`config.mk`:
```
export PLATFORM = sky130hd
export DESIGN_NAME = psg_sound_generator
export DESIGN_NICKNAME = d
export VERILOG_FILES = /design/src/rtl/core/psg_pkg.sv /design/src/rtl/core/psg_sound_generator.sv /design/src/rtl/core/psg_tone.sv /design/src/rtl/core/psg_noise.sv /design/src/rtl/core/psg_env.sv /design/src/rtl/core/psg_mixer.sv
export SDC_FILE = /design/constraint.sdc
export NUM_CORES = 1
export LEC_CHECK = 0
export CORE_ASPECT_RATIO = 1.75
export CORE_MARGIN = 2
export CORE_UTILIZATION = 36
export CTS_CLUSTER_SIZE = 12
export DETAILED_ROUTE_END_ITERATION = 12
export DONT_BUFFER_PORTS = 1
export PLACE_DENSITY = 0.5
export SYNTH_ARGS = -nofsm -noshare
export SYNTH_HDL_FRONTEND = slang
export SYNTH_SLANG_ARGS = --single-unit
```
`constraint.sdc`:
```
create_clock -name clk -period 9.6 [get_ports clk]
set_clock_uncertainty 0.15 [all_clocks]
set_input_delay 0.48 -clock clk [delete_from_list [all_inputs] [get_ports clk]]
set_output_delay 0.48 -clock clk [all_outputs]
set_load 0.01 [all_outputs]
```
`src/rtl/core/psg_pkg.sv`:
```
// ----------------------------------------------------------------------------
// psg_pkg
// Shared types, codes and level tables of the programmable sound generator.
// ----------------------------------------------------------------------------
package psg_pkg;

	// request codes of the input channel
	localparam logic [1:0] REQ_WRITE = 2'd0;
	localparam logic [1:0] REQ_READ  = 2'd1;
	localparam logic [1:0] REQ_TICK  = 2'd2;

	// configuration register indexes
	localparam logic [1:0] CFG_OVERSAMPLE = 2'd0;
	localparam logic [1:0] CFG_TABLE_SEL  = 2'd1;
	localparam logic [1:0] CFG_MUTE_MASK  = 2'd2;

	// sound register numbers
	localparam logic [3:0] REG_NOISE_PER  = 4'd6;
	localparam logic [3:0] REG_MIXER      = 4'd7;
	localparam logic [3:0] REG_AMP_A      = 4'd8;
	localparam logic [3:0] REG_ENV_FINE   = 4'd11;
	localparam logic [3:0] REG_ENV_COARSE = 4'd12;
	localparam logic [3:0] REG_SHAPE      = 4'd13;
	localparam logic [3:0] REG_PORT_A     = 4'd14;

	localparam int          OVS_W   = 5;
	localparam logic [4:0]  OVS_MAX = 5'd16;
	localparam logic [17:0] NOISE_TAPS = 18'h24000;

	// mixer control shared by all three channels
	typedef struct packed {
		logic       table_sel;
		logic [2:0] mute;
		logic [5:0] mixer;
	} psg_mix_ctl_t;

	// envelope control from the request decoder
	typedef struct packed {
		logic       tick;
		logic       restart;
		logic [3:0] shape;
	} psg_env_ctl_t;

	// 16-step level table, each step used for two envelope levels
	function automatic logic [15:0] lvl_ay(input logic [3:0] idx);
		logic [15:0] v;
		unique case (idx)
			4'd0:  v = 16'd0;
			4'd1:  v = 16'd836;
			4'd2:  v = 16'd1212;
			4'd3:  v = 16'd1773;
			4'd4:  v = 16'd2619;
			4'd5:  v = 16'd3875;
			4'd6:  v = 16'd5397;
			4'd7:  v = 16'd8823;
			4'd8:  v = 16'd10392;
			4'd9:  v = 16'd16706;
			4'd10: v = 16'd23339;
			4'd11: v = 16'd29292;
			4'd12: v = 16'd36969;
			4'd13: v = 16'd46421;
			4'd14: v = 16'd55195;
			default: v = 16'd65535;
		endcase
		return v;
	endfunction

	// 32-step level table
	function automatic logic [15:0] lvl_ym(input logic [4:0] idx);
		logic [15:0] v;
		unique case (idx)
			5'd0:  v = 16'h0000;
			5'd1:  v = 16'h0000;
			5'd2:  v = 16'h00F8;
			5'd3:  v = 16'h01C2;
			5'd4:  v = 16'h029E;
			5'd5:  v = 16'h033A;
			5'd6:  v = 16'h03F2;
			5'd7:  v = 16'h04D7;
			5'd8:  v = 16'h0610;
			5'd9:  v = 16'h077F;
			5'd10: v = 16'h090A;
			5'd11: v = 16'h0A42;
			5'd12: v = 16'h0C3B;
			5'd13: v = 16'h0EC2;
			5'd14: v = 16'h1137;
			5'd15: v = 16'h13A7;
			5'd16: v = 16'h1750;
			5'd17: v = 16'h1BF9;
			5'd18: v = 16'h20DF;
			5'd19: v = 16'h2596;
			5'd20: v = 16'h2C9D;
			5'd21: v = 16'h3579;
			5'd22: v = 16'h3E55;
			5'd23: v = 16'h4768;
			5'd24: v = 16'h54FF;
			5'd25: v = 16'h6624;
			5'd26: v = 16'h773B;
			5'd27: v = 16'h883F;
			5'd28: v = 16'hA1DA;
			5'd29: v = 16'hC0FC;
			5'd30: v = 16'hE094;
			default: v = 16'hFFFF;
		endcase
		return v;
	endfunction

endpackage

```
`src/rtl/core/psg_sound_generator.sv`:
```
// ----------------------------------------------------------------------------
// psg_sound_generator
// Three-channel programmable sound generator with tone, noise and envelope.
// ----------------------------------------------------------------------------
// Usage: each input item is a register write, a register read or one
// generator tick, chosen by req_type. Writes give no result; a read returns
// the register byte in read_data with all levels zero; a tick advances the
// tone, noise and envelope dividers and returns the three channel levels
// with read_data zero. Request type 3 is dropped without a result.
// Configuration (oversample, level table select, mute_mask) goes through the
// cfg port, which is always ready; write it only while no item is in flight.
// Timing: an item passes an input register and then a result register,
// which drives out_valid and the result data. One item is taken every
// cycle while in_stall stays low.
// When the receiver stalls, the result register holds; the input register
// keeps taking one more item, then in_stall rises until the result drains.
// Reset puts the valid flags and generator state at power-on values at once:
// registers 14 and 15 read 0xff, the noise shift register holds 1, the
// envelope level is 31 and decaying.
// ----------------------------------------------------------------------------
module psg_sound_generator (
	input  logic        clk,
	input  logic        arst_n,
	// request channel
	input  logic        in_valid,
	output logic        in_stall,
	input  logic [1:0]  req_type,
	input  logic [3:0]  reg_index,
	input  logic [7:0]  write_data,
	// result channel
	output logic        out_valid,
	input  logic        out_stall,
	output logic [7:0]  read_data,
	output logic [15:0] level_a,
	output logic [15:0] level_b,
	output logic [15:0] level_c,
	// configuration channel
	input  logic        cfg_valid,
	output logic        cfg_ready,
	input  logic [1:0]  cfg_index,
	input  logic [7:0]  cfg_data
);
	import psg_pkg::*;

	logic [OVS_W-1:0] oversample_q;
	logic             table_sel_q;
	logic [2:0]       mute_q;
	logic [7:0]       regs_q [16];

	logic       valid_s1;
	logic [1:0] req_type_s1;
	logic [3:0] reg_index_s1;
	logic [7:0] write_data_s1;

	logic        out_valid_q;
	logic [7:0]  read_data_q;
	logic [15:0] level_a_q;
	logic [15:0] level_b_q;
	logic [15:0] level_c_q;

	logic             advance;
	logic             do_tick;
	logic             do_write;
	logic             do_read;
	logic [OVS_W-1:0] ovs;
	psg_env_ctl_t     env_ctl;
	psg_mix_ctl_t     mix_ctl;
	logic             tone_flag [3];
	logic             noise_flag;
	logic [4:0]       env_level;
	logic [4:0]       amp [3];
	logic [15:0]      level [3];

	// handshake
	assign advance   = valid_s1 && !(out_valid_q && out_stall);
	assign in_stall  = valid_s1 && !advance;
	assign cfg_ready = 1'b1;
	assign do_tick   = advance && (req_type_s1 == REQ_TICK);
	assign do_write  = advance && (req_type_s1 == REQ_WRITE);
	assign do_read   = advance && (req_type_s1 == REQ_READ);
	assign ovs       = (oversample_q > OVS_MAX) ? OVS_MAX : oversample_q;

	// configuration registers
	always_ff @(posedge clk or negedge arst_n) begin
		if (!arst_n) begin
			oversample_q <= 5'd1;
			table_sel_q  <= 1'b0;
			mute_q       <= 3'd0;
		end else if (cfg_valid && cfg_ready) begin
			unique case (cfg_index)
				CFG_OVERSAMPLE: oversample_q <= cfg_data[OVS_W-1:0];
				CFG_TABLE_SEL:  table_sel_q  <= cfg_data[0];
				CFG_MUTE_MASK:  mute_q       <= cfg_data[2:0];
				default: ;
			endcase
		end
	end

	// input register
	always_ff @(posedge clk or negedge arst_n) begin
		if (!arst_n) begin
			valid_s1 <= 1'b0;
		end else if (!in_stall) begin
			valid_s1 <= in_valid;
		end
	end

	always_ff @(posedge clk) begin
		if (!in_stall && in_valid) begin
			req_type_s1   <= req_type;
			reg_index_s1  <= reg_index;
			write_data_s1 <= write_data;
		end
	end

	// sound register file
	always_ff @(posedge clk or negedge arst_n) begin
		if (!arst_n) begin
			for (int i = 0; i < 16; i++) begin
				regs_q[i] <= (4'(i) >= REG_PORT_A) ? 8'hff : 8'h00;
			end
		end else if (do_write) begin
			regs_q[reg_index_s1] <= write_data_s1;
		end
	end

	// generator units
	for (genvar c = 0; c < 3; c++) begin : g_tone
		psg_tone u_tone (
			.clk       (clk),
			.arst_n    (arst_n),
			.tick      (do_tick),
			.period    ({regs_q[2 * c + 1][3:0], regs_q[2 * c]}),
			.ovs       (ovs),
			.flag_next (tone_flag[c])
		);
		assign amp[c] = regs_q[REG_AMP_A + 4'(c)][4:0];
	end

	psg_noise u_noise (
		.clk       (clk),
		.arst_n    (arst_n),
		.tick      (do_tick),
		.period    (regs_q[REG_NOISE_PER][4:0]),
		.ovs       (ovs),
		.flag_next (noise_flag)
	);

	always_comb begin
		env_ctl.tick    = do_tick;
		env_ctl.restart = do_write && (reg_index_s1 == REG_SHAPE);
		env_ctl.shape   = write_data_s1[3:0];
		mix_ctl.table_sel = table_sel_q;
		mix_ctl.mute      = mute_q;
		mix_ctl.mixer     = regs_q[REG_MIXER][5:0];
	end

	psg_env u_env (
		.clk        (clk),
		.arst_n     (arst_n),
		.ctl        (env_ctl),
		.period     ({regs_q[REG_ENV_COARSE], regs_q[REG_ENV_FINE]}),
		.ovs        (ovs),
		.level_next (env_level)
	);

	psg_mixer u_mixer (
		.tone_flag  (tone_flag),
		.noise_flag (noise_flag),
		.amp        (amp),
		.env_level  (env_level),
		.ctl        (mix_ctl),
		.level      (level)
	);

	// result register
	always_ff @(posedge clk or negedge arst_n) begin
		if (!arst_n) begin
			out_valid_q <= 1'b0;
		end else if (advance) begin
			out_valid_q <= do_read || do_tick;
		end else if (!out_stall) begin
			out_valid_q <= 1'b0;
		end
	end

	always_ff @(posedge clk) begin
		if (do_read) begin
			read_data_q <= regs_q[reg_index_s1];
			level_a_q   <= 16'd0;
			level_b_q   <= 16'd0;
			level_c_q   <= 16'd0;
		end else if (do_tick) begin
			read_data_q <= 8'd0;
			level_a_q   <= level[0];
			level_b_q   <= level[1];
			level_c_q   <= level[2];
		end
	end

	assign out_valid = out_valid_q;
	assign read_data = read_data_q;
	assign level_a   = level_a_q;
	assign level_b   = level_b_q;
	assign level_c   = level_c_q;

	// a read result carries no levels
	assert property (@(posedge clk) disable iff (!arst_n)
		(out_valid_q && read_data_q != 8'd0) |->
			(level_a_q == 16'd0 && level_b_q == 16'd0 && level_c_q == 16'd0))
		else $error("read result with nonzero levels");

	// a read returns the register as it stood
	assert property (@(posedge clk) disable iff (!arst_n)
		do_read |=> (out_valid_q && read_data_q == $past(regs_q[reg_index_s1])))
		else $error("read result mismatch");

	// a write leaves the result register empty
	assert property (@(posedge clk) disable iff (!arst_n)
		do_write |=> !out_valid_q)
		else $error("write produced a result");

	// the input side stalls only behind a held item
	assert property (@(posedge clk) disable iff (!arst_n)
		in_stall |-> (valid_s1 && out_valid_q && out_stall))
		else $error("stall without a blocked item");

endmodule

```
`src/rtl/core/psg_tone.sv`:
```
// ----------------------------------------------------------------------------
// psg_tone
// One tone divider: counts ticks against period times oversample and
// toggles its square-wave flag at each wrap.
// ----------------------------------------------------------------------------
module psg_tone (
	input  logic                     clk,
	input  logic                     arst_n,
	input  logic                     tick,
	input  logic [11:0]              period,
	input  logic [psg_pkg::OVS_W-1:0] ovs,
	output logic                     flag_next
);
	logic [15:0] cnt_q;
	logic        flag_q;
	logic [16:0] per;
	logic [15:0] inc;
	logic [15:0] cnt_d;
	logic        wrap;

	// scaled period and wrap detect
	always_comb begin
		per   = {5'd0, period} * {12'd0, ovs};
		inc   = cnt_q + 16'd1;
		wrap  = {1'b0, inc} >= per;
		cnt_d = inc;
		if (wrap) begin
			cnt_d = (per == 17'd0) ? 16'd0 : inc - per[15:0];
		end
		flag_next = tick ? (flag_q ^ wrap) : flag_q;
	end

	// counter and flag
	always_ff @(posedge clk or negedge arst_n) begin
		if (!arst_n) begin
			cnt_q  <= '0;
			flag_q <= 1'b0;
		end else if (tick) begin
			cnt_q  <= cnt_d;
			flag_q <= flag_next;
		end
	end

endmodule

```
`src/rtl/core/psg_noise.sv`:
```
// ----------------------------------------------------------------------------
// psg_noise
// Noise divider clocking a 17-bit shift register that drives the noise flag.
// ----------------------------------------------------------------------------
module psg_noise (
	input  logic                     clk,
	input  logic                     arst_n,
	input  logic                     tick,
	input  logic [4:0]               period,
	input  logic [psg_pkg::OVS_W-1:0] ovs,
	output logic                     flag_next
);
	import psg_pkg::*;

	logic [9:0]  cnt_q;
	logic [16:0] lfsr_q;
	logic        flag_q;
	logic [10:0] per;
	logic [9:0]  inc;
	logic        fire;
	logic [17:0] fb;
	logic [16:0] lfsr_d;

	// divider and shift register step
	always_comb begin
		per    = {5'd0, period, 1'b0} * {6'd0, ovs};
		inc    = cnt_q + 10'd1;
		fire   = {1'b0, inc} >= per;
		fb     = {1'b0, lfsr_q} ^ (lfsr_q[0] ? NOISE_TAPS : 18'd0);
		lfsr_d = fb[17:1];
		flag_next = flag_q;
		if (tick && fire) begin
			flag_next = flag_q ^ (lfsr_q[0] ^ lfsr_q[1]);
		end
	end

	always_ff @(posedge clk or negedge arst_n) begin
		if (!arst_n) begin
			cnt_q  <= '0;
			lfsr_q <= 17'd1;
			flag_q <= 1'b1;
		end else if (tick) begin
			cnt_q  <= fire ? 10'd0 : inc;
			flag_q <= flag_next;
			if (fire) begin
				lfsr_q <= lfsr_d;
			end
		end
	end

endmodule

```
`src/rtl/core/psg_env.sv`:
```
// ----------------------------------------------------------------------------
// psg_env
// Envelope generator: period divider and a 32-step level sequencer whose
// phase follows the selected shape.
// ----------------------------------------------------------------------------
module psg_env (
	input  logic                     clk,
	input  logic                     arst_n,
	input  psg_pkg::psg_env_ctl_t    ctl,
	input  logic [15:0]              period,
	input  logic [psg_pkg::OVS_W-1:0] ovs,
	output logic [4:0]               level_next
);
	import psg_pkg::*;

	typedef enum logic [8:0] {
		PH_DECAY     = 9'b000000001,
		PH_ATTACK    = 9'b000000010,
		PH_SAW_DN    = 9'b000000100,
		PH_TRI_DN    = 9'b000001000,
		PH_DECAY_HI  = 9'b000010000,
		PH_SAW_UP    = 9'b000100000,
		PH_ATTACK_HI = 9'b001000000,
		PH_TRI_UP    = 9'b010000000,
		PH_HOLD      = 9'b100000000
	} env_phase_t;

	logic [19:0] cnt_q;
	logic [4:0]  level_q;
	env_phase_t  phase_q;
	logic [20:0] per;
	logic [19:0] inc;
	logic        fire;
	logic [4:0]  lvl_step;
	env_phase_t  ph_step;
	logic [4:0]  lvl_start;
	env_phase_t  ph_start;

	// divider
	always_comb begin
		per  = {5'd0, period} * {16'd0, ovs};
		inc  = cnt_q + 20'd1;
		fire = {1'b0, inc} >= per;
	end

	// one sequencer step
	always_comb begin
		lvl_step = level_q;
		ph_step  = phase_q;
		unique case (phase_q)
			PH_DECAY: begin
				lvl_step = level_q - 5'd1;
				if (level_q == 5'd1) ph_step = PH_HOLD;
			end
			PH_ATTACK: begin
				lvl_step = level_q + 5'd1;
				if (level_q == 5'd31) ph_step = PH_HOLD;
			end
			PH_SAW_DN: lvl_step = level_q - 5'd1;
			PH_TRI_DN: begin
				if (level_q == 5'd0) ph_step = PH_TRI_UP;
				else lvl_step = level_q - 5'd1;
			end
			PH_DECAY_HI: begin
				lvl_step = level_q - 5'd1;
				if (level_q == 5'd0) ph_step = PH_HOLD;
			end
			PH_SAW_UP: lvl_step = level_q + 5'd1;
			PH_ATTACK_HI: begin
				lvl_step = level_q + 5'd1;
				if (level_q == 5'd30) ph_step = PH_HOLD;
			end
			PH_TRI_UP: begin
				if (level_q == 5'd31) ph_step = PH_TRI_DN;
				else lvl_step = level_q + 5'd1;
			end
			default: begin
				lvl_step = level_q;
				ph_step  = phase_q;
			end
		endcase
	end

	// start point of a shape; shapes below 8 fold to plain decay or attack
	always_comb begin
		lvl_start = 5'd31;
		ph_start  = PH_DECAY;
		unique case (ctl.shape)
			4'd0, 4'd1, 4'd2, 4'd3, 4'd9: begin
				lvl_start = 5'd31;
				ph_start  = PH_DECAY;
			end
			4'd8: begin
				lvl_start = 5'd31;
				ph_start  = PH_SAW_DN;
			end
			4'd10: begin
				lvl_start = 5'd31;
				ph_start  = PH_TRI_DN;
			end
			4'd11: begin
				lvl_start = 5'd31;
				ph_start  = PH_DECAY_HI;
			end
			4'd12: begin
				lvl_start = 5'd0;
				ph_start  = PH_SAW_UP;
			end
			4'd13: begin
				lvl_start = 5'd0;
				ph_start  = PH_ATTACK_HI;
			end
			4'd14: begin
				lvl_start = 5'd0;
				ph_start  = PH_TRI_UP;
			end
			default: begin
				lvl_start = 5'd0;
				ph_start  = PH_ATTACK;
			end
		endcase
	end

	assign level_next = ctl.restart ? lvl_start :
		((ctl.tick && fire) ? lvl_step : level_q);

	always_ff @(posedge clk or negedge arst_n) begin
		if (!arst_n) begin
			cnt_q   <= '0;
			level_q <= 5'd31;
			phase_q <= PH_DECAY;
		end else if (ctl.restart) begin
			cnt_q   <= '0;
			level_q <= lvl_start;
			phase_q <= ph_start;
		end else if (ctl.tick) begin
			cnt_q <= fire ? 20'd0 : inc;
			if (fire) begin
				level_q <= lvl_step;
				phase_q <= ph_step;
			end
		end
	end

	// a restart loads a level of zero or full scale
	assert property (@(posedge clk) disable iff (!arst_n)
		ctl.restart |=> (level_q == 5'd0 || level_q == 5'd31))
		else $error("envelope restart level out of set");

	// the hold phase never moves the level
	assert property (@(posedge clk) disable iff (!arst_n)
		(phase_q == PH_HOLD && !ctl.restart) |=> $stable(level_q))
		else $error("envelope level moved while holding");

	// after a fire the divider starts over
	assert property (@(posedge clk) disable iff (!arst_n)
		(ctl.tick && !ctl.restart && fire) |=> cnt_q == 20'd0)
		else $error("envelope divider did not clear");

endmodule

```
`src/rtl/core/psg_mixer.sv`:
```
// ----------------------------------------------------------------------------
// psg_mixer
// Channel gates and amplitude lookup for the three channels.
// ----------------------------------------------------------------------------
module psg_mixer (
	input  logic                  tone_flag [3],
	input  logic                  noise_flag,
	input  logic [4:0]            amp [3],
	input  logic [4:0]            env_level,
	input  psg_pkg::psg_mix_ctl_t ctl,
	output logic [15:0]           level [3]
);
	import psg_pkg::*;

	for (genvar c = 0; c < 3; c++) begin : g_chan
		logic       gate;
		logic [4:0] idx;

		// tone and noise gate with mixer disables, then table lookup
		always_comb begin
			gate = (tone_flag[c] | ctl.mixer[c]) & (noise_flag | ctl.mixer[3 + c]) &
				~ctl.mute[c];
			idx = amp[c][4] ? env_level : {amp[c][3:0], 1'b0};
			if (!gate) begin
				level[c] = 16'd0;
			end else if (ctl.table_sel) begin
				level[c] = lvl_ym(idx);
			end else begin
				level[c] = lvl_ay(idx[4:1]);
			end
		end
	end

endmodule
```
; ---- Word-level counts from Yosys, hierarchy flattened
; Memory sizes are Yosys's and may differ from the RTL's. A register that Yosys moved wholly into a read port is not among the register bits.
; Index checks and enable logic that the tools add are counted.
[classes]
add_sub_neg = 10
mul = 5
n_div = 0
order_cmp = 8
eq_ne = 23
n_shift = 0
n_mux = 54
bitwise_logic = 22
n_reduce_logical = 33
[ops]
columns = cell, n
row1 = $mux 16, 12
row2 = $bwmux 128, 1
row3 = $mux 9, 9
row4 = $mux 20, 3
row5 = $mux 5, 11
row6 = $pmux 9 s6, 1
row7 = $ge 16x17->1, 3
row8 = $logic_not 17->1, 3
row9 = $mul 12x5->17, 3
row10 = $add 16x1->16 const B, 3
row11 = $sub 16x16->16, 3
row12 = $mux 8, 5
row13 = $bmux 8 s4, 1
row14 = $demux 8 s4, 1
row15 = $ge 20x21->1, 1
row16 = $mul 16x5->21, 1
row17 = $add 20x1->20 const B, 1
row18 = $pmux 5 s4, 1
row19 = $mux 18, 1
row20 = $ne 3x1->1 const B, 6
row21 = $xor 17x18->18, 1
row22 = $ge 10x11->1, 1
row23 = $logic_and 1x1->1, 11
row24 = $add 10x1->10 const B, 1
row25 = 37 further kinds, 71
[word_totals]
register_bits = 322
latchBits = 0
mem_bits_rw = 0
rom_bits = 2512
inputBits = 29
word_cells = 202
mem_count = 7
[mem_list]
columns = memory, depth, word_bits, rd, rd_clocked_by_memory_dff, write_ports, line
row1 = (no name shown), 32, 16, 1, 0, 0, psg_pkg.sv:71  ; unique case (idx)
row2 = (no name shown), 32, 16, 1, 0, 0, psg_pkg.sv:71
row3 = (no name shown), 32, 16, 1, 0, 0, psg_pkg.sv:71
row4 = (no name shown), 16, 16, 1, 0, 0, psg_pkg.sv:47  ; unique case (idx)
row5 = (no name shown), 16, 16, 1, 0, 0, psg_pkg.sv:47
row6 = (no name shown), 16, 16, 1, 0, 0, psg_pkg.sv:47
row7 = +1 memories, n/a, n/a, n/a, n/a, n/a, n/a

; ---- Depth between registers and ports, before layout
; Gate-level depths: netlist (run 1).
; An unclocked memory read counts as a cell.
[depth]
ltp_word = 11
mapped_depth = 39

; ---- Cells and area by module
; From an unflattened synthesis (run 1), not the netlist that was laid out.
[unflattened]
cells_unflattened = 3616
area_unflattened_um2 = 32706.4
[modules_own_cells]
columns = module, instances, cells_per_inst, area_per_inst_um2, seq_area_each_um2
row1 = psg_sound_generator, 1, 645, 8795.9, 5121.2
row2 = psg_env, 1, 602, 5273.8, 858.3
row3 = psg_mixer, 1, 737, 4699.5, 0.0
row4 = psg_tone at g_tone[2].u_tone, 1, 482, 3967.6, 425.4
row5 = psg_tone at g_tone[1].u_tone, 1, 474, 3896.2, 425.4
row6 = psg_tone at g_tone[0].u_tone, 1, 462, 3807.4, 425.4
row7 = psg_noise, 1, 214, 2265.9, 703.2

; ---- Least setup slack after synthesis (run 1)
; OpenSTA, ideal clock, no wires.
[synth_path]
path_type = flip-flop to flip-flop
start = reg oversample_q[4]
end = reg level_b_q[0], in the netlist level_b[0]
setup_time_ns = 0.120
t_arrival_ns = 8.572
required_time_ns = 9.330
setup_slack_ns = 0.758
stages_incl_launch_ff = 35
n_path_buf = 4
period_less_slack_ns = 8.842
cell_sequence = dfrtp_1 nor2b_1 clkbuf_1 clkbuf_1 nand2_1 fa_1 fa_1 fa_1 inv_1 ha_1 a21oi_1 o21bai_1 a21oi_1 nor2b_1 o21a_1 o31a_1 o41ai_1 o41ai_1 o41ai_1 xor2_1 ha_1 and3_1 o21ai_0 or3_1 o2bb2ai_1 buf_2 o31ai_1 a21oi_1 nor2_1 clkbuf_1 ha_1 nor3_1 nor3_1 o311a_1 a211o_1
[synth_between]
elab_chain_cells = 11
elab_cells_between_ends = 24
[synth_lines]
columns = element, line
row1 = from (decl), psg_sound_generator.sv:45  ; logic [OVS_W-1:0] oversample_q;
row2 = from (signal assigned), psg_sound_generator.sv:91  ; CFG_OVERSAMPLE: oversample_q <= cfg_data[OVS_W-1:0];
row3 = $gt 5x5->1, psg_sound_generator.sv:81  ; assign ovs = (oversample_q > OVS_MAX) ? OVS_MAX : oversample_q;
row4 = $mux 5 *, psg_sound_generator.sv:81
row5 = $mul 16x5->21, psg_env.sv:41  ; per = {5'd0, period} * {16'd0, ovs};
row6 = $ge 20x21->1, psg_env.sv:43  ; fire = {1'b0, inc} >= per;
row7 = $logic_and 1x1->1, psg_env.sv:125  ; ((ctl.tick && fire) ? lvl_step : level_q);
row8 = $mux 5, psg_env.sv:125
row9 = $mux 5, psg_env.sv:124  ; assign level_next = ctl.restart ? lvl_start :
row10 = $mux 5, psg_mixer.sv:23  ; idx = amp[c][4] ? env_level : {amp[c][3:0], 1'b0};
row11 = $mem_v2 32x16 / $mem_v2 16x16 (equally long branches), n/a
row12 = $mux 16, psg_mixer.sv:26  ; end else if (ctl.table_sel) begin
row13 = $mux 16 *, psg_mixer.sv:24  ; if (!gate) begin
row14 = to (signal assigned), psg_sound_generator.sv:196  ; level_b_q <= level[1];
row15 = to (decl), psg_sound_generator.sv:58  ; logic [15:0] level_b_q;
; Every way passes the cells marked *; elsewhere a longest branch is shown, timed or not.
; A chain may end at the register's enable or synchronous reset.

; ---- Worst setup path in the final report (run 1)
[layout_path]
start = reg oversample_q[4]
end = reg level_c_q[3], in the netlist level_c[3]
[layout_between]
elab_chain_cells = 11
elab_cells_between_ends = 24
[layout_lines]
columns = element, line
row1 = $gt 5x5->1, psg_sound_generator.sv:81
row2 = $mux 5 *, psg_sound_generator.sv:81
row3 = $mul 16x5->21, psg_env.sv:41
row4 = $ge 20x21->1, psg_env.sv:43
row5 = $logic_and 1x1->1, psg_env.sv:125
row6 = $mux 5, psg_env.sv:125
row7 = $mux 5, psg_env.sv:124
row8 = $mux 5, psg_mixer.sv:23
row9 = $mem_v2 32x16 / $mem_v2 16x16 (equally long branches), n/a
row10 = $mux 16, psg_mixer.sv:26
row11 = $mux 16 *, psg_mixer.sv:24
row12 = to (signal assigned), psg_sound_generator.sv:197  ; level_c_q <= level[2];
row13 = to (decl), psg_sound_generator.sv:59  ; logic [15:0] level_c_q;
; Marked as above.

==> flow_metrics.env, run 1 <==
export IMPL_cpMostUsedCell="a21oi_1"
export IMPL_synthSimpleGateAreaFrac_pct=18.4
export IMPL_synth_edf_count=22
export IMPL_synth_flop_cell="dfrtp_1"
export IMPL_gp_congestion=0.936
export IMPL_max_freq_ghz=0.112
export IMPL_slew_viol_final=0
export IMPL_worstHoldPathCells=2
export IMPL_via_count=25900
export IMPL_grt_ovfl_total=0
export IMPL_tns_ns=0
export IMPL_synth_top_family_by_area="adder cells"
export IMPL_antenna_found_initial=7
export IMPL_cp_max_fo=12
export IMPL_worst_setup_path_type="flip-flop to flip-flop"
export IMPL_switchingPower_w=0.00416
export IMPL_start_util_pct=36.4
export IMPL_synth_top_area_cell="dfrtp_1"
export IMPL_start_kind="flip-flop"
export IMPL_vias_per_cell=5.61
export IMPL_pwr_share_clk_pct=17.8
export IMPL_layout_setup_ws_ns=0.659
export IMPL_cts_buffers=39
export IMPL_grt_usage_pct=22.8
export IMPL_num_io_pins=88
export IMPL_syn_inst=3475
export IMPL_syn_to_final_growth_pct=9.08
export IMPL_arrival_ns=9.20
export IMPL_synth_top_area_share_pct=18.2
export IMPL_wirelength_mm=100
export IMPL_power_frac_seq_pct=23.9
export IMPL_power_leakage_nw=15.4
export IMPL_synth_cell_types=108
export IMPL_clockRootBuffer="clkbuf_16"
export IMPL_seq_area_frac_synth_pct=26.1
export IMPL_period_share_pct=93.1
export IMPL_rsz0062_at_grt="no"
export IMPL_cts_max_path_buffers=3
export IMPL_synth_area_per_cell_um2=8.97
export IMPL_status="finished, final reports clean"
export IMPL_hold_viol_final=0
export IMPL_slew_limit_headroom_pct=24.7
export IMPL_finalCriticalPeriod_ns=8.94
export IMPL_fill_cells=8817
export IMPL_cts_max_level=2
export IMPL_die_h_um=393
export IMPL_place_ws_ns=0.427
export IMPL_synthArstFlopShare_pct=76.1
export IMPL_num_rows=142
export IMPL_tightestPinTransition_ns=1.12
export IMPL_drtIter0Drc=1461
export IMPL_rr_worst_depth=33
export IMPL_cp_slowest_stage_delay_ns=0.62
export IMPL_final_util_pct=39.7
export IMPL_clk_pin_slew_worst_paths_ns=0.07
export IMPL_switching_share_pct=47.8
export IMPL_core_area_um2=85600
export IMPL_synthAdderAreaFrac_pct=19.5
export IMPL_max_vdd_ir_drop_mv=0.147
export IMPL_first_global_vias=27200
export IMPL_insertion_delay_ns=0.60
export IMPL_hp_class="input port to flip-flop"
export IMPL_whs_ns=0.0454
export IMPL_wire_per_inst_um=21.7
export IMPL_netlist_area_um2=31200
export IMPL_fp_dieW_um=226
export IMPL_synth_most_common_cell="nand2_1"
export IMPL_end_kind="flip-flop"
export IMPL_p_per_area_nw_per_um2=256
export IMPL_cts_tree="done"
export IMPL_synth_xor_xnor_area_share_pct=4.75
export IMPL_synthTopCellsByArea="dfrtp_1 (18%), ha_1 (10%), fa_1 (9.3%)"
export IMPL_syn_num_nets=3904
export IMPL_dieArea_um2=89000
export IMPL_portBuffers=0
export IMPL_synth_compound_area_share_pct=17.4
export IMPL_synth_area_mux_share_pct=8.50
export IMPL_p_int_w=0.00454
export IMPL_setup_viol=0
export IMPL_drive_above_1_share_pct=11.4
export IMPL_drtPass1Iterations=5
export IMPL_critPathSlowestCell="o2111ai_1"
export IMPL_ys_warn_count=0
export IMPL_grt_pass1_wl_mm=158
export IMPL_dp_final_hpwl_mm=75.2
export IMPL_finalNetCount=3859
export IMPL_ys_top_cells_by_count="nand2_1 (424), ha_1 (256), inv_1 (242), dfrtp_1 (227), a21oi_1 (184)"
export IMPL_maxCapViolCount=0
export IMPL_grt_start_max_net_pins=253
export IMPL_crit_required_ns=9.86
export IMPL_drtAntennaViolNets=0
export IMPL_pwr_share_comb_pct=58.3
export IMPL_cts_sinks=331
export IMPL_drc=0
export IMPL_ys_ff_latch=331
==> path summary, 6_finish.rpt <==
path                                              from                                      to  slack (ns)
min reg2reg                  u_env.ph_start[0]$_DFF_P_            u_env.phase_q[0]$_DFFE_PN1P_        0.26
max                        oversample_q[4]$_DFFE_PN0P_                 level_c[3]$_SDFFE_PP0P_        0.66
min in group asynchronous                       arst_n  g_tone[0].u_tone.cnt_q[11]$_DFFE_PN0P_        0.33
min                                          cfg_valid                 table_sel_q$_DFFE_PN0P_        0.05
max reg2reg                oversample_q[4]$_DFFE_PN0P_                 level_c[3]$_SDFFE_PP0P_        0.66
max in group asynchronous                       arst_n   g_tone[1].u_tone.cnt_q[9]$_DFFE_PN0P_        7.69
==> layout by cell type (no fill, tap or decap), drive strengths merged, types with 14 or more instances in the layout <==
master       synthesis  final
ha                 256    256
o21a                25     25
o21ai              152    152
o21bai              17     17
and3                51     51
o31ai               31     31
fa                 144    144
nand3              113    113
inv                244    245
mux2i               16     16
o211ai              32     32
a31oi               52     52
dfstp               25     25
o22ai               18     18
dlygate4sd3          0     22
dfxtp               57     57
nor3                68     68
nand2              425    425
edfxtp              22     22
dfrtp              227    227
xor2                65     65
xnor2              104    104
and2               176    176
a211o               17     17
or3                 14     14
clkbuf             120     53
nor2               178    178
nand4               31     31
a22o                20     20
mux4                40     40
mux2               141    141
a221oi              17     17
nor2b               33     33
a21o                49     49
buf                 52     64
a21oi              186    186
a211oi              24     24
nand2b              20     20
==> routing by layer <==
layer | up-vias | GRT usage (%) | wire [um]
li1 | 12200 | - | -
met1 | 12800 | 22.9 | 35400
met2 | 634 | 43.9 | 54500
met3 | 276 | 3.52 | 4210
met4 | 2 | 13.1 | 6230
met5 | - | 0 | 13
==> kinds of logic after synthesis <==
| kind of cell | Yosys count |
|---|---|
| buffers and inverters | 416 |
| other | 1 |
| adders and majority gates | 400 |
| DFF | 331 |
| AOI/OAI and AO/OA | 791 |
| and+or+nand+nor | 1170 |
| xor gates and xnor gates | 169 |
| muxes | 197 |
==> area by class of cell <==
class	count	area [um^2]	share of cell area, %
inverter	244	920	2.71
timing repair buffer	86	741	2.18
tap	1152	1440	4.24
sequential	331	8140	24.0
multi-input combinational	2728	21400	63.1
antenna	7	17.5	0.0515
clock inverter	19	198	0.582
clock buffer	53	1080	3.18
==> registers in the layout (all words and copies together), names as in the netlist, 4 cells and up <==
name,flops
reg_index_s1,4
oversample_q,5
g_tone.u_tone.cnt_q,48
u_env.ph_start,8
level_b,16
mix_ctl,6
level_a,16
u_env.level_q,5
read_data,8
write_data_s1,8
u_env.cnt_q,20
u_noise.cnt_q,10
u_env.phase_q,9
u_noise.lfsr_q,17
level_c,16
amp,15
regs_q,107
==> per-stage QoR <==
step | std cells | power [W] | instance area (um^2)
after global routing | 4619 | 0.00938 | 34000
after CTS | 4607 | 0.00872 | 33900
after floorplan | 3475 | 0.00572 | 31200
after detailed placement | 4512 | 0.00708 | 32400
after global placement | 4512 | 0.00710 | 32400
final | 4620 | 0.00870 | 34000
==> power by group through the flow <==
stage               Sequential (W)  Combinational [W]  Clock, W
floorplan                  0.00190            0.00382         0
global placement           0.00210            0.00500         0
detailed placement         0.00210            0.00497         0
CTS                        0.00208            0.00504   0.00160
global route               0.00212            0.00562   0.00164
finish                     0.00208            0.00507   0.00155
==> critical path: cells and delay by family (launching register included) <==
family / cells / cell delay (ns)
AO/OA/AOI/OAI: 16 / 3.85
XOR/XNOR: 1 / 0.17
adder cells (fa/ha/maj): 5 / 2.09
buffers and inverters: 5 / 0.96
flip-flops: 1 / 0.53
AND/OR/NAND/NOR: 6 / 1.00
==> repair_timing <==
action / CTS / global route
hold buffers: 23 / 0
gates resized for setup: 0 / 6
endpoints found under the setup margin: 0 / 18
hold endpoints to repair: 284 / 0
buffers inserted: 0 / 5
(Power assumes the default switching activity.)
==> run 2, diff against run 1 <==
--- a/config.mk
+++ b/config.mk
@@ -5,6 +5,8 @@
 export SDC_FILE = /design/constraint.sdc
 export NUM_CORES = 1
 export LEC_CHECK = 0
+export ABC_AREA = 1
+export CAP_MARGIN = 40
 export CORE_ASPECT_RATIO = 1.75
 export CORE_MARGIN = 2
 export CORE_UTILIZATION = 36
==> flow_metrics.env, run 2 <==
export IMPL_use_met1_pct=22.8
export IMPL_core_area_um2=84200
export IMPL_top_register="regs_q"
export IMPL_critPathSlowestCell="dfstp_2"
export IMPL_final_common_cell="nand2_1"
export IMPL_first_global_vias=28000
export IMPL_ys_top_cells_by_count="nand2_1 (1,171), inv_1 (532), nand3_1 (331), nor2_1 (306), o21ai_0 (302)"
export IMPL_worst_setup_path_type="flip-flop to flip-flop"
export IMPL_cts_max_path_buffers=3
export IMPL_path_delay_family="simple AND/OR/NAND/NOR gates"
export IMPL_cp_depth=47
export IMPL_ys_warn_count=0
export IMPL_r2r_slack_ns=1.32
export IMPL_finalNonFillerCells=5305
export IMPL_netlist_area_um2=30500
export IMPL_wire_per_inst_um=17.9
export IMPL_slew_viol_final=0
export IMPL_fp_dieW_um=224
export IMPL_vias_per_cell=5.13
export IMPL_synth_most_common_cell="nand2_1"
export IMPL_period_share_pct=86.3
export IMPL_dieArea_um2=87100
export IMPL_hold_viol_final=0
export IMPL_syn_num_nets=4680
export IMPL_rr_worst_depth=47
export IMPL_drtAntennaViolNets=0
export IMPL_drtIter0Drc=1563
export IMPL_wirelength_mm=94.8
export IMPL_cp_slowest_stage_delay_ns=0.53
export IMPL_syn_to_final_growth_pct=8.91
export IMPL_synth_edf_count=22
export IMPL_hp_class="input port to flip-flop"
export IMPL_grt_pass1_wl_mm=152
export IMPL_worst_path_buf_inv=6
export IMPL_tightestPinTransition_ns=0.896
export IMPL_start_kind="flip-flop"
export IMPL_reg2reg_from="oversample_q[0]$_DFFE_PN1P_"
export IMPL_grt_ovfl_total=0
export IMPL_cts_sinks=331
export IMPL_drc=0
export IMPL_antenna_found_initial=4
export IMPL_ys_ff_latch=331
export IMPL_cts_buffers=41
export IMPL_dp_final_hpwl_mm=71.8
export IMPL_arrival_ns=8.60
export IMPL_cts_tree="done"
export IMPL_grt_busiest_layer="met2"
export IMPL_cpMostUsedCell="nand2_1"
export IMPL_power_leakage_nw=16.4
export IMPL_drtPass1Iterations=6
export IMPL_layout_setup_ws_ns=1.32
export IMPL_die_h_um=389
export IMPL_synth_top_area_share_pct=18.6
export IMPL_max_vdd_ir_drop_mv=0.111
export IMPL_drive_above_1_share_pct=4.99
export IMPL_via_count=27200
export IMPL_insertion_delay_ns=0.58
export IMPL_clockRootBuffer="clkbuf_16"
export IMPL_r2r_end="level_a[12]$_SDFFE_PP0P_"
export IMPL_cp_max_fo=21
export IMPL_gr_usage_met3_pct=2.32
export IMPL_max_freq_ghz=0.121
export IMPL_crit_required_ns=9.92
export IMPL_finalCriticalPeriod_ns=8.28
export IMPL_cts_max_level=2
export IMPL_clk_pin_slew_worst_paths_ns=0.06
export IMPL_synthArstFlopShare_pct=76.1
export IMPL_num_rows=141
export IMPL_maxCapViolCount=0
export IMPL_cts_setup_buffers=0
export IMPL_reg_largest_list="regs_q x107, g_tone.u_tone.cnt_q x48, u_env.cnt_q x20"
export IMPL_status="finished, final reports clean"
export IMPL_largest_reg_flops=107
export IMPL_gp_congestion=0.911
export IMPL_grt_use_met2_pct=44.3
export IMPL_synthTopCellsByArea="dfrtp_1 (19%), nand2_1 (14%), ha_1 (11%)"
export IMPL_seq_area_frac_synth_pct=26.7
export IMPL_grt_start_max_net_pins=253
export IMPL_place_ws_ns=1.36
export IMPL_startpoint="oversample_q[0]$_DFFE_PN1P_"
export IMPL_worstHoldPathCells=2
export IMPL_finalNetCount=4630
export IMPL_start_util_pct=36.2
export IMPL_syn_inst=4251
export IMPL_tns_ns=0
export IMPL_rsz0062_at_grt="no"
export IMPL_worstSetupEndpoint="level_a[12]$_SDFFE_PP0P_"
export IMPL_slew_limit_headroom_pct=40.3
export IMPL_synth_flop_cell="dfrtp_1"
export IMPL_grt_usage_pct=21.9
export IMPL_portBuffers=0
export IMPL_p_per_area_nw_per_um2=232
export IMPL_end_kind="flip-flop"
export IMPL_num_io_pins=88
export IMPL_setup_viol=0
export IMPL_synth_cell_types=61
export IMPL_synth_area_per_cell_um2=7.17
export IMPL_dp_cells=5205
export IMPL_final_cell_mix="nand2_1 (1,170), inv_1 (531), nand3_1 (330), nor2_1 (305), o21ai_0 (302)"
export IMPL_synth_top_area_cell="dfrtp_1"
export IMPL_final_util_pct=39.5
run 2: cell types whose count changed after synthesis, sizes merged, moves of 138 or more:
cell	before	now
mux2	141	1
inv	244	551
o21ai	152	333
nand2	425	1197
nand3	113	337
and2	176	2
nor2	178	316
run 2: stage by stage:
stage	hold WS [ns]	instance area (um^2)	power, W
2_1_floorplan	0.0344	30500	0.00504
3_3_place_gp	0.0542	31300	0.00603
3_5_place_dp	0.0542	31500	0.00606
4_1_cts	0.0257	33200	0.00781
5_1_grt	0.0535	33200	0.00844
6_report	0.0526	33200	0.00771
run 2: final cells by class:
| cell class | count | area [um^2] |
|---|---|---|
| multi-input cells | 3213 | 19600 |
| flip-flops and latches | 331 | 8140 |
| diodes | 2 | 5.00 |
| inverters | 557 | 2090 |
| well taps | 1072 | 1340 |
| repair buffers | 57 | 658 |
| clock inverters | 17 | 240 |
| clock buffers | 56 | 1130 |
| fillers | 8877 | 51000 |
run 2: per-layer routing:
metal / wire length [um] / vias to the layer above
met5: 11 / -
met4: 3170 / 2
met3: 2850 / 162
met2: 53200 / 478
met1: 35600 / 12900
li1: - / 13600
run 2: cells by family (layout without fill, tap and decap cells):
group	after synthesis	in the layout	share of synthesized area, %
multiplexers	1	1	0.0369
XOR/XNOR	157	157	4.51
other	1	3	0.0123
flip-flops	331	331	26.7
AO/OA/AOI/OAI	686	686	12.4
adder cells (fa/ha/maj)	400	400	20.0
buffers and inverters	707	687	9.11
AND/OR/NAND/NOR	1968	1968	27.2
run 2: repair_timing:
action                                 CTS  global route
hold buffers                            24             0
endpoints found under the hold margin  274             0
gates resized for setup                  0             0
run 2: how the worst min path moves through the flow:
stage                                                 end  slack, ns           from
floorplan                              amp[0]$_DFFE_PN0P_       0.03         arst_n
global placement    g_tone[2].u_tone.cnt_q[1]$_DFFE_PN0P_       0.05         arst_n
detailed placement  g_tone[2].u_tone.cnt_q[1]$_DFFE_PN0P_       0.05         arst_n
CTS                          u_env.ph_start[6]$_SDFF_PP0_       0.03  write_data[0]
global route                 u_env.ph_start[6]$_SDFF_PP0_       0.05  write_data[0]
finish                       u_env.ph_start[6]$_SDFF_PP0_       0.05  write_data[0]
run 2: report_power, final:
group / leakage (nW) / internal, W / switching (W) / total, W
logic: 11.9 / 0.00144 / 0.00263 / 0.00407
clock network: 0.659 / 0.000966 / 0.000682 / 0.00165
registers: 3.86 / 0.00172 / 0.000275 / 0.00200
